===== config.mk =====
export PLATFORM = sky130hd
export DESIGN_NAME = http_header_field_parser_core
export DESIGN_NICKNAME = d
export VERILOG_FILES = /design/src/hhfp_pkg.sv /design/src/hhfp_front.sv /design/src/hhfp_queue.sv /design/src/hhfp_back.sv /design/src/http_header_field_parser_core.sv
export SDC_FILE = /design/constraint.sdc
export NUM_CORES = 1
export LEC_CHECK = 0
export BUFFER_PORTS_ARGS = -buffer_cell sky130_fd_sc_hd__buf_2
export CAP_MARGIN = 20
export CORE_MARGIN = 4
export CORE_UTILIZATION = 60
export DETAILED_ROUTE_END_ITERATION = 10
export HOLD_SLACK_MARGIN = 0.15
export PLACE_DENSITY = 0.78
export SETUP_SLACK_MARGIN = 0.4
export SLEW_MARGIN = 20
export SYNTH_ARGS = -nofsm -noshare
export SYNTH_HDL_FRONTEND = slang
export SYNTH_HIERARCHICAL = 1
export SYNTH_SLANG_ARGS = --single-unit

===== constraint.sdc =====
create_clock -name clk -period 11.7 [get_ports clk]
set_clock_uncertainty 0.1 [all_clocks]
set_input_delay 0.585 -clock clk [delete_from_list [all_inputs] [get_ports clk]]
set_output_delay 0.585 -clock clk [all_outputs]
set_load 0.1 [all_outputs]

===== src/hhfp_pkg.sv =====
// shared types, keyword table and op codes for the http header field parser
package hhfp_pkg;

    localparam int KW_COUNT = 16;
    localparam int KW_BYTES = 29;
    localparam int QUEUE_DEPTH = 2;
    localparam logic [4:0] FIELD_CONTENT_LENGTH = 5'd8;

    localparam logic [7:0] CHAR_CR = 8'h0d;
    localparam logic [7:0] CHAR_LF = 8'h0a;
    localparam logic [7:0] CHAR_COLON = 8'h3a;
    localparam logic [7:0] CHAR_SPACE = 8'h20;
    localparam logic [7:0] CHAR_ZERO = 8'h30;
    localparam logic [7:0] CHAR_NINE = 8'h39;

    // keywords right aligned, first character in the highest used byte
    localparam logic [8*KW_BYTES-1:0] KW_TEXT [KW_COUNT] = '{
        "accept", "accept-charset", "accept-encoding", "accept-language",
        "access-control-request-method", "cache-control", "connection",
        "content-length", "content-type", "date", "from", "host", "origin",
        "referer", "user-agent", "upgrade"
    };

    localparam logic [4:0] KW_LEN [KW_COUNT] = '{
        5'd6, 5'd14, 5'd15, 5'd15, 5'd29, 5'd13, 5'd10, 5'd14,
        5'd12, 5'd4, 5'd4, 5'd4, 5'd6, 5'd7, 5'd10, 5'd7
    };

    localparam logic [KW_COUNT-1:0] KW_EXACT = 16'h0001;

    typedef enum logic [1:0] {
        OP_START,
        OP_BYTE,
        OP_END,
        OP_DONE
    } op_t;

    typedef struct packed {
        op_t        op;
        logic [7:0] data;
        logic [4:0] field;
    } q_entry_t;

    function automatic logic [7:0] kw_char(input logic [3:0] k, input logic [4:0] i);
        return KW_TEXT[k][8*(int'(KW_LEN[k]) - 1 - int'(i)) +: 8];
    endfunction

endpackage


===== src/hhfp_front.sv =====
// front part: name collection, keyword matching and value byte filtering
module hhfp_front
    import hhfp_pkg::*;
#(
    parameter int NAME_MAX = 32
)(
    input  logic       clk,
    input  logic       rst_n,
    input  logic       accept,
    input  logic [7:0] data_byte,
    input  logic       start_of_header,
    output logic       push,
    output q_entry_t   push_entry
);

    localparam int PW = $clog2(NAME_MAX + 1);

    logic                in_value_reg, in_value_next;
    logic                skip_reg, skip_next;
    logic                cr_reg, cr_next;
    logic                finished_reg, finished_next;
    logic [PW-1:0]       pos_reg, pos_next;
    logic [KW_COUNT-1:0] alive_reg, alive_next;

    logic                cur_in_value, cur_skip, cur_cr, cur_finished;
    logic [PW-1:0]       cur_pos;
    logic [KW_COUNT-1:0] cur_alive;
    logic [4:0]          match_id;

    always_comb
    begin
        cur_in_value = start_of_header ? 1'b0 : in_value_reg;
        cur_skip     = start_of_header ? 1'b0 : skip_reg;
        cur_cr       = start_of_header ? 1'b0 : cr_reg;
        cur_finished = start_of_header ? 1'b0 : finished_reg;
        cur_pos      = start_of_header ? '0 : pos_reg;
        cur_alive    = start_of_header ? '1 : alive_reg;
    end

    // first live keyword in id order whose length fits the name
    always_comb
    begin
        match_id = 5'd0;
        for (int k = KW_COUNT - 1; k >= 0; k--)
        begin
            if (cur_alive[k] && cur_pos >= PW'(KW_LEN[k]) &&
                (!KW_EXACT[k] || cur_pos == PW'(KW_LEN[k])))
            begin
                match_id = 5'(k + 1);
            end
        end
    end

    always_comb
    begin
        in_value_next = in_value_reg;
        skip_next     = skip_reg;
        cr_next       = cr_reg;
        finished_next = finished_reg;
        pos_next      = pos_reg;
        alive_next    = alive_reg;
        push          = 1'b0;
        push_entry    = '{op: OP_BYTE, data: data_byte, field: 5'd0};

        if (accept)
        begin
            in_value_next = cur_in_value;
            skip_next     = cur_skip;
            cr_next       = cur_cr;
            finished_next = cur_finished;
            pos_next      = cur_pos;
            alive_next    = cur_alive;

            if (!cur_finished)
            begin
                if (!cur_in_value)
                begin
                    if (data_byte == CHAR_CR)
                    begin
                        cr_next = 1'b1;
                    end
                    else if (data_byte == CHAR_LF)
                    begin
                        cr_next = 1'b0;
                        if (cur_cr && cur_pos == '0)
                        begin
                            finished_next = 1'b1;
                            push = 1'b1;
                            push_entry.op = OP_DONE;
                        end
                        pos_next   = '0;
                        alive_next = '1;
                    end
                    else if (data_byte == CHAR_COLON)
                    begin
                        cr_next       = 1'b0;
                        in_value_next = 1'b1;
                        skip_next     = 1'b1;
                        pos_next      = '0;
                        alive_next    = '1;
                        push          = 1'b1;
                        push_entry.op    = OP_START;
                        push_entry.field = match_id;
                    end
                    else
                    begin
                        cr_next = 1'b0;
                        if (cur_pos < PW'(NAME_MAX))
                        begin
                            for (int k = 0; k < KW_COUNT; k++)
                            begin
                                if (cur_pos < PW'(KW_LEN[k]) &&
                                    kw_char(4'(k), 5'(cur_pos)) != data_byte)
                                begin
                                    alive_next[k] = 1'b0;
                                end
                            end
                            pos_next = cur_pos + PW'(1);
                        end
                    end
                end
                else
                begin
                    skip_next = 1'b0;
                    if (cur_skip && data_byte == CHAR_SPACE)
                    begin
                        push = 1'b0;
                    end
                    else if (data_byte == CHAR_LF)
                    begin
                        in_value_next = 1'b0;
                        push = 1'b1;
                        push_entry.op = OP_END;
                    end
                    else if (data_byte != CHAR_CR)
                    begin
                        push = 1'b1;
                        push_entry.op = OP_BYTE;
                    end
                end
            end
        end
    end

    always_ff @(posedge clk or negedge rst_n)
    begin
        if (!rst_n)
        begin
            in_value_reg <= 1'b0;
            skip_reg     <= 1'b0;
            cr_reg       <= 1'b0;
            finished_reg <= 1'b0;
            pos_reg      <= '0;
            alive_reg    <= '1;
        end
        else
        begin
            in_value_reg <= in_value_next;
            skip_reg     <= skip_next;
            cr_reg       <= cr_next;
            finished_reg <= finished_next;
            pos_reg      <= pos_next;
            alive_reg    <= alive_next;
        end
    end

endmodule


===== src/hhfp_queue.sv =====
// two entry queue between the front and back parts
module hhfp_queue
    import hhfp_pkg::*;
(
    input  logic     clk,
    input  logic     rst_n,
    input  logic     push,
    input  q_entry_t push_entry,
    input  logic     pop,
    output logic     full,
    output logic     not_empty,
    output q_entry_t head
);

    q_entry_t   mem_reg [QUEUE_DEPTH];
    logic       wr_ptr_reg, wr_ptr_next;
    logic       rd_ptr_reg, rd_ptr_next;
    logic [1:0] count_reg, count_next;

    assign full      = (count_reg == 2'(QUEUE_DEPTH));
    assign not_empty = (count_reg != 2'd0);
    assign head      = mem_reg[rd_ptr_reg];

    always_comb
    begin
        wr_ptr_next = wr_ptr_reg ^ push;
        rd_ptr_next = rd_ptr_reg ^ pop;
        count_next  = count_reg + 2'(push) - 2'(pop);
    end

    always_ff @(posedge clk)
    begin
        if (push)
        begin
            mem_reg[wr_ptr_reg] <= push_entry;
        end
    end

    always_ff @(posedge clk or negedge rst_n)
    begin
        if (!rst_n)
        begin
            wr_ptr_reg <= 1'b0;
            rd_ptr_reg <= 1'b0;
            count_reg  <= 2'd0;
        end
        else
        begin
            wr_ptr_reg <= wr_ptr_next;
            rd_ptr_reg <= rd_ptr_next;
            count_reg  <= count_next;
        end
    end

    a_no_overflow: assert property (@(posedge clk) disable iff (!rst_n)
        !(push && full && !pop))
        else $error("queue written while full");
    a_no_underflow: assert property (@(posedge clk) disable iff (!rst_n)
        !(pop && !not_empty))
        else $error("queue read while empty");
    a_count_range: assert property (@(posedge clk) disable iff (!rst_n)
        count_reg <= 2'(QUEUE_DEPTH))
        else $error("queue count out of range");

endmodule


===== src/hhfp_back.sv =====
// back part: value counting, content-length number and result register
module hhfp_back
    import hhfp_pkg::*;
#(
    parameter int VALUE_MAX = 256
)(
    input  logic        clk,
    input  logic        rst_n,
    input  logic        q_not_empty,
    input  q_entry_t    q_head,
    output logic        pop,
    output logic        out_valid,
    input  logic        out_stall,
    output logic [4:0]  field_id,
    output logic [7:0]  value_byte,
    output logic        byte_valid,
    output logic        last_of_value,
    output logic [31:0] length_value,
    output logic        value_truncated,
    output logic        header_done
);

    localparam int CW = $clog2(VALUE_MAX + 1);

    logic [4:0]    field_reg, field_next;
    logic [CW-1:0] count_reg, count_next;
    logic [31:0]   acc_reg, acc_next;
    logic          closed_reg, closed_next;
    logic          trunc_reg, trunc_next;

    logic          valid_reg, valid_next;
    logic [4:0]    id_reg, id_next;
    logic [7:0]    byte_reg, byte_next;
    logic          bvalid_reg, bvalid_next;
    logic          last_reg, last_next;
    logic [31:0]   len_reg, len_next;
    logic          otrunc_reg, otrunc_next;
    logic          done_reg, done_next;

    logic [35:0]   acc_wide;
    logic [3:0]    digit;

    assign pop   = q_not_empty && (!valid_reg || !out_stall);
    assign digit = 4'(q_head.data - CHAR_ZERO);
    assign acc_wide = 36'(acc_reg) * 36'd10 + 36'(digit);

    always_comb
    begin
        field_next  = field_reg;
        count_next  = count_reg;
        acc_next    = acc_reg;
        closed_next = closed_reg;
        trunc_next  = trunc_reg;
        valid_next  = valid_reg && out_stall;
        id_next     = id_reg;
        byte_next   = byte_reg;
        bvalid_next = bvalid_reg;
        last_next   = last_reg;
        len_next    = len_reg;
        otrunc_next = otrunc_reg;
        done_next   = done_reg;

        if (pop)
        begin
            id_next     = field_reg;
            byte_next   = 8'd0;
            bvalid_next = 1'b0;
            last_next   = 1'b0;
            len_next    = 32'd0;
            otrunc_next = 1'b0;
            done_next   = 1'b0;
            unique case (q_head.op)
                OP_START:
                begin
                    field_next  = q_head.field;
                    count_next  = '0;
                    acc_next    = 32'd0;
                    closed_next = 1'b0;
                    trunc_next  = 1'b0;
                end
                OP_BYTE:
                begin
                    if (count_reg >= CW'(VALUE_MAX))
                    begin
                        trunc_next = 1'b1;
                    end
                    else
                    begin
                        count_next = count_reg + CW'(1);
                        if (!closed_reg)
                        begin
                            if (q_head.data >= CHAR_ZERO && q_head.data <= CHAR_NINE)
                            begin
                                acc_next = (acc_wide[35:32] != 4'd0) ? 32'hffff_ffff
                                                                     : acc_wide[31:0];
                            end
                            else
                            begin
                                closed_next = 1'b1;
                            end
                        end
                        valid_next  = (field_reg != 5'd0);
                        byte_next   = q_head.data;
                        bvalid_next = 1'b1;
                    end
                end
                OP_END:
                begin
                    valid_next  = (field_reg != 5'd0);
                    last_next   = 1'b1;
                    len_next    = (field_reg == FIELD_CONTENT_LENGTH) ? acc_reg : 32'd0;
                    otrunc_next = trunc_reg;
                    field_next  = 5'd0;
                    count_next  = '0;
                    acc_next    = 32'd0;
                    closed_next = 1'b0;
                    trunc_next  = 1'b0;
                end
                OP_DONE:
                begin
                    valid_next = 1'b1;
                    id_next    = 5'd0;
                    done_next  = 1'b1;
                end
                default:
                begin
                    valid_next = 1'b0;
                end
            endcase
        end
    end

    always_ff @(posedge clk or negedge rst_n)
    begin
        if (!rst_n)
        begin
            field_reg  <= 5'd0;
            count_reg  <= '0;
            acc_reg    <= 32'd0;
            closed_reg <= 1'b0;
            trunc_reg  <= 1'b0;
            valid_reg  <= 1'b0;
        end
        else
        begin
            field_reg  <= field_next;
            count_reg  <= count_next;
            acc_reg    <= acc_next;
            closed_reg <= closed_next;
            trunc_reg  <= trunc_next;
            valid_reg  <= valid_next;
        end
    end

    always_ff @(posedge clk)
    begin
        id_reg     <= id_next;
        byte_reg   <= byte_next;
        bvalid_reg <= bvalid_next;
        last_reg   <= last_next;
        len_reg    <= len_next;
        otrunc_reg <= otrunc_next;
        done_reg   <= done_next;
    end

    assign out_valid       = valid_reg;
    assign field_id        = id_reg;
    assign value_byte      = byte_reg;
    assign byte_valid      = bvalid_reg;
    assign last_of_value   = last_reg;
    assign length_value    = len_reg;
    assign value_truncated = otrunc_reg;
    assign header_done     = done_reg;

    a_done_no_id: assert property (@(posedge clk) disable iff (!rst_n)
        valid_reg && done_reg |-> id_reg == 5'd0 && !bvalid_reg && !last_reg)
        else $error("header end carries field data");
    a_trunc_on_last: assert property (@(posedge clk) disable iff (!rst_n)
        valid_reg && otrunc_reg |-> last_reg)
        else $error("truncation flag outside a last result");
    a_len_only_cl: assert property (@(posedge clk) disable iff (!rst_n)
        valid_reg && len_reg != 32'd0 |-> last_reg && id_reg == FIELD_CONTENT_LENGTH)
        else $error("length on a result other than content-length end");
    a_count_bound: assert property (@(posedge clk) disable iff (!rst_n)
        count_reg <= CW'(VALUE_MAX))
        else $error("value count past limit");

endmodule


===== src/http_header_field_parser_core.sv =====
// HTTP header field parser: one header byte per cycle in, at most one tagged value result
// per byte out; the front part matches the field name against sixteen keywords as the
// bytes arrive and filters value bytes, a two entry queue follows, and the back part
// counts value bytes, builds the content-length number and holds the result in an output
// register, so a new byte is taken every cycle while the queue has room and each result
// is written into a queue entry and then into the output register on its way out.
module http_header_field_parser_core
    import hhfp_pkg::*;
#(
    parameter int NAME_MAX  = 32,
    parameter int VALUE_MAX = 256
)(
    input  logic        clk,
    input  logic        rst_n,
    input  logic        in_valid,
    output logic        in_stall,
    input  logic [7:0]  data_byte,
    input  logic        start_of_header,
    output logic        out_valid,
    input  logic        out_stall,
    output logic [4:0]  field_id,
    output logic [7:0]  value_byte,
    output logic        byte_valid,
    output logic        last_of_value,
    output logic [31:0] length_value,
    output logic        value_truncated,
    output logic        header_done
);

    logic     accept;
    logic     push;
    logic     pop;
    logic     full;
    logic     not_empty;
    q_entry_t push_entry;
    q_entry_t head;

    assign in_stall = full;
    assign accept   = in_valid && !full;

    hhfp_front #(.NAME_MAX(NAME_MAX)) u_front (
        .clk             (clk),
        .rst_n           (rst_n),
        .accept          (accept),
        .data_byte       (data_byte),
        .start_of_header (start_of_header),
        .push            (push),
        .push_entry      (push_entry)
    );

    hhfp_queue u_queue (
        .clk        (clk),
        .rst_n      (rst_n),
        .push       (push),
        .push_entry (push_entry),
        .pop        (pop),
        .full       (full),
        .not_empty  (not_empty),
        .head       (head)
    );

    hhfp_back #(.VALUE_MAX(VALUE_MAX)) u_back (
        .clk             (clk),
        .rst_n           (rst_n),
        .q_not_empty     (not_empty),
        .q_head          (head),
        .pop             (pop),
        .out_valid       (out_valid),
        .out_stall       (out_stall),
        .field_id        (field_id),
        .value_byte      (value_byte),
        .byte_valid      (byte_valid),
        .last_of_value   (last_of_value),
        .length_value    (length_value),
        .value_truncated (value_truncated),
        .header_done     (header_done)
    );

endmodule

Yosys cells after proc, flatten, opt, wreduce, memory -nomap -nowiden
Memories as Yosys holds them, arrays and structs flattened.
Cells that the tools add are included.
{ "classes": {"addsub": 15, "mul": 1, "div": 0, "magnitude_cmp": 22, "eq_ne": 31, "shift": 16, "muxes": 115, "bitwise_logic": 3, "reduce_logical": 57} }
{ "op_table": {"columns": ["cell", "count"], "rows": [
  ["$shiftx A232 B32 Y8 const A", 16],
  ["$mux W32", 4],
  ["$ne A8 B8 Y1", 16],
  ["$mux W16", 7],
  ["$mux W5", 22],
  ["$pmux W32 S2", 1],
  ["$mux W1", 60],
  ["$mux W6", 7],
  ["$logic_and A1 B1 Y1", 39],
  ["$add A36 B4 Y36", 1],
  ["$mul A32 B3 Y35 const B", 1],
  ["$ge A6 B4 Y1 const B", 5],
  ["$lt A6 B4 Y1 const B", 5],
  ["$sub A4 B5 Y6 const A", 5],
  ["$ge A6 B3 Y1 const B", 3],
  ["$lt A6 B3 Y1 const B", 3],
  ["$pmux W9 S2", 1],
  ["$eq A8 B4 Y1 const B", 2],
  ["$eq A8 B6 Y1 const B", 2],
  ["$mux W2", 8],
  ["$sub A3 B5 Y6 const A", 2],
  ["$pmux W5 S2", 1],
  ["$add A9 B1 Y9 const B", 1],
  ["$ge A9 B9 Y1 const B", 1],
  ["other kinds (34)", 47]
]} }
{ "totals": {"reg_bits": 128, "latchBits": 0, "ram_bits": 30, "mem_bits_ro": 0, "input_bits": 13, "output_inout_bits": 51, "wordCells": 283, "memories": 1} }
{ "memory_table": {"columns": ["memory", "words", "word_bits", "rd", "rd_clocked_by_memory_dff", "write_ports", "line", "text"], "rows": [
  ["u_queue.mem_reg", 2, 15, 1, 0, 1, "hhfp_queue.sv:15", "q_entry_t mem_reg [QUEUE_DEPTH];"]
]} }

Logic depth before layout (Yosys ltp)
{ "depth": {"word_depth": 25, "depth_mapped": 17, "ltp_nobuf": 15} }

By module
Netlist, hierarchy kept.
{ "by_module_without_submodules": {"columns": ["mod", "n_inst", "cells_each", "area_per_inst_um2", "seq_area_each_um2"], "rows": [
  ["hhfp_back", 1, 746, 6962.9, 2697.6],
  ["hhfp_front", 1, 826, 5627.9, 670.6],
  ["hhfp_queue", 1, 63, 1345.0, 1001.0],
  ["http_header_field_parser_core", 1, 1, 13.8, 0.0]
]} }

Least setup slack after synthesis
Ideal clock, no wire load.
{ "synth_path": {"path_type": "register to register", "from": "register u_queue.rd_ptr_reg", "to": "register u_back.acc_reg[26]", "setup_time_ps": 125, "arrival_time_ps": 4059, "t_required_ps": 11475, "setup_slack_ps": 7416, "path_stages_with_launch": 18, "n_path_buf": 3, "synth_period_minus_slack_ps": 4284, "path_cell_list": "dfrtp_1 buf_6 buf_12 mux2_4 ha_1 inv_1 fa_1 nor2b_1 o21ai_0 or3_1 nor4b_1 nand4_1 or3_1 nor3_1 mux2i_1 o21ai_4 buf_6 nand3_1"} }
{ "synth_rtl": {"columns": ["element", "line", "text"], "rows": [
  ["start, declared", "hhfp_queue.sv:17", "logic rd_ptr_reg, rd_ptr_next;"],
  ["start signal, assigned", "hhfp_queue.sv:50", "rd_ptr_reg <= rd_ptr_next;"],
  ["end signal, assigned", "hhfp_back.sv:148", "acc_reg <= acc_next;"],
  ["end, declared", "hhfp_back.sv:27", "logic [31:0] acc_reg, acc_next;"]
]} }

==> flow_summary.ini <==
[sta]
setup_violations = 0
drv_slew = 0
rsz0062_at_grt = no
fin_crit_sh_pct = 44.6
fmax_ghz = 0.192
min_period_ns = 5.21
fin_tns_setup_ns = 0
relSlewSlack_pct = 23.6
worstMarginPinSlew_ns = 1.14
hold_violations = 0

[synth]
synth_nets = 1725
yosys_register_bits = 158
syn_area_per_cell_um2 = 8.53
synthDominantCellAreaShare_pct = 17.0
synth.largest_area_cell = edfxtp_1
syn_inst = 1636
synth_cell_types = 101
synth_seq_area_share_pct = 31.3
synthArstFlopShare_pct = 50.0
synth_edf_count = 79
synth_ff_type = edfxtp_1
netlist_area_mm2 = 0.0139
yosysWarningCount = 6
synth_area_leaders = edfxtp_1 (17%), dfrtp_1 (11%), ha_1 (6.6%), xnor2_1 (4.3%), nand2_1 (4.3%)

[critical_path]
start_kind = flop
crit_type = reg -> reg
critical_path.max_stage_delay_ns = 0.87
crit_top_cell = or3_1
cp_slowest_cell = dfrtp_1
path_buf_inv = 2
regToRegSetupSlack_ns = 6.49
path_delay_family = simple AND/OR/NAND/NOR gates
critPathArrivalTime_ns = 5.36
reg2reg_to = u_back/acc_reg[3]
crit_path_end_kind = flop
path_max_fanout = 27
ff2ff_path_depth = 15
reg2reg_from = u_queue/rd_ptr_reg
required_ns = 11.85
crit_chain = mux2_4, ha_1, inv_1, fa_1, nor2b_1, o21ai_0, or3_1, nor4b_1, buf_4, nand4_1, or3_1, nor3_1, mux2i_1, o21ai_4, o211ai_1

[run_status]
run_status = finished, final reports clean

[floorplanning]
ios = 64
die_area_mm2 = 0.0258
fp.dieW_um = 160
rows = 55
initial_core_util_pct = 61.2
coreArea_mm2 = 0.0228
die_height_um = 160

[hold_path]
hold_start = out_stall
hold_class = in -> reg
min_to = u_back/out_valid
whs_path_depth = 3

[route]
drcViolationCount = 0
num_vias = 13002
drt-initial-drc-count = 1655
ant_nets = 0
wl_um = 40200
wl_per_cell_um = 20.8
viasPerCell = 6.72
first_pass_iters = 6

[clock_network]
cts_sinks = 158
cts_tree = built
cts_setup_buffers = 0
path_clk_slew_ns = 0.07
clk_latency_ns = 0.44
clockRootBuffer = clkbuf_16
clockBufferDepth = 2
h-tree-depth = 4
numCtsBuffers = 17

[pwr]
clkPwrFrac_pct = 17.9
internal_power_mw = 1.48
swShare_pct = 52.6
pwr-share-seq_pct = 27.3
vdd_drop_max_uv = 202
powerDensity_mw_per_mm2 = 212
design_power_total_mw = 3.12
static-leakage-power_nw = 6.12
combPwrFrac_pct = 54.7
p_sw_mw = 1.64

[global_route]
antenna_found_initial = 0
grt_max_degree = 63
gr-total-overflow = 0
grt_usage_pct = 30.1
grt_pass1_vias = 12063
grt_pass1_wl_um = 63700

[final_layout]
layout-drive-gt1-share_pct = 11.8
syn_to_final_growth_pct = 5.55
register_area_mm2 = 0.00437
multi_input_area_mm2 = 0.00875
diodes = 0
fin_nets = 1697
nFillCells = 1884

[place]
hpwl_um = 27800
gp_congestion = 0.967
port_buffers = 63

[run]
maxCapViolations = 0
## what timing repair did
item / 4_1_cts / 5_1_grt
hold endpoints to repair: 21 / 0
gates resized for setup: 0 / 0
hold buffers: 1 / 0
endpoints found under the setup margin: 0 / 0
## cell families after synthesis
family / after synthesis / synth area share (%)
muxes: 31 / 2.79
and+or+nand+nor: 627 / 23.2
xor gates and xnor gates: 109 / 7.01
AOI/OAI and AO/OA: 466 / 22.8
DFF: 158 / 31.3
buffers and inverters: 169 / 6.00
adders and majority gates: 76 / 6.92
## through the flow
step	setup slack, ns	std cells	utilization (%)	hold slack (ns)	instance area (um^2)
CTS	6.54	1934	64.6	0.262	14700
detailed placement	6.55	1901	61.9	0.370	14100
floorplan	7.42	1636	-	0.189	13900
global placement	6.86	1901	61.9	0.371	14100
global route	6.22	1934	64.6	0.286	14700
finish	6.49	1934	64.6	0.280	14700
## cells in the final DEF, fill, tap and decap left out, types with 61 or more instances in the layout
cell type,synthesis,layout
and2_1,61,61
nor2_1,125,124
ha_1,74,74
o21ai_0,93,93
nand2_1,159,159
edfxtp_1,79,79
dfrtp_1,63,62
xnor2_1,69,69
a21oi_1,111,111
buf_2,29,62
## how the worst max path moves through the flow
stage / from / to / slack (ns) / cells past startpoint
floorplan: u_queue/rd_ptr_reg / u_back/acc_reg[26] / 7.42 / 17
global placement: u_queue/rd_ptr_reg / u_back/acc_reg[30] / 6.86 / 15
detailed placement: u_back/acc_reg[1] / u_back/acc_reg[1] / 6.55 / 15
CTS: u_queue/rd_ptr_reg / u_back/acc_reg[3] / 6.54 / 15
global route: u_back/acc_reg[1] / u_back/acc_reg[1] / 6.22 / 15
finish: u_queue/rd_ptr_reg / u_back/acc_reg[3] / 6.49 / 15
## per-layer routing
metal	global-route usage [%]	wire length [um]	share of wire, %
met1	41.7	17000	42
met2	46.3	17700	44
met3	5.57	4040	10
met4	13.3	1430	3.6
met5	0	0	0
## power by group through the flow
stage          clock [mW]  sequential [mW]  combinational (mW)
6_report            0.559            0.853                1.71
5_1_grt             0.592            0.871                1.79
4_1_cts             0.570            0.853                1.68
3_5_place_dp            0            0.863                1.68
3_3_place_gp            0            0.858                1.65
2_1_floorplan           0             1.43               0.831
## synthesized netlist by cell type (7+ instances only)
cell type and number:
nor2_1 125, mux2_2 9, mux2i_1 10, a21o_1 23
dfstp_2 16, nand2_1 159, nand2b_1 13, or2_2 10
and4_1 10, and2_1 61, ha_1 74, o32a_1 7
nor4_1 16, edfxtp_1 79, inv_1 38, buf_4 16
clkbuf_1 62, a31oi_1 21, mux2_4 11, nor2b_1 24
nand3_1 57, or3_1 16, xor2_1 38, a21oi_1 111
and3_1 26, o2111ai_1 9, a211oi_1 19, dfrtp_1 63
o22ai_1 15, buf_2 29, o31ai_1 10, nor3_1 40
o21a_1 8, a22oi_1 21, nand4_1 28, a311oi_1 8
o21ai_0 93, xnor2_1 69, o211ai_1 26, buf_6 12
## cell type report
| type | instances | area share (%) |
|---|---|---|
| Timing Repair Buffer | 79 | 2.99 |
| Multi-Input combinational cell | 1309 | 59.4 |
| Clock buffer | 17 | 2.89 |
| Tap cell | 313 | 2.66 |
| Inverter | 43 | 1.10 |
| Clock inverter | 15 | 1.27 |
| Sequential cell | 158 | 29.7 |
## worst reg2reg max path, cell delays in order, from the launching register on
cell      delay, ns
dfrtp_1        0.87
mux2_4         0.31
ha_1           0.17
inv_1          0.06
fa_1           0.40
nor2b_1        0.15
o21ai_0        0.15
or3_1          0.39
nor4b_1        0.34
buf_4          0.22
nand4_1        0.15
or3_1          0.39
nor3_1         0.24
mux2i_1        0.18
o21ai_4        0.71
o211ai_1       0.23
Power figures use the tool's default switching activity.
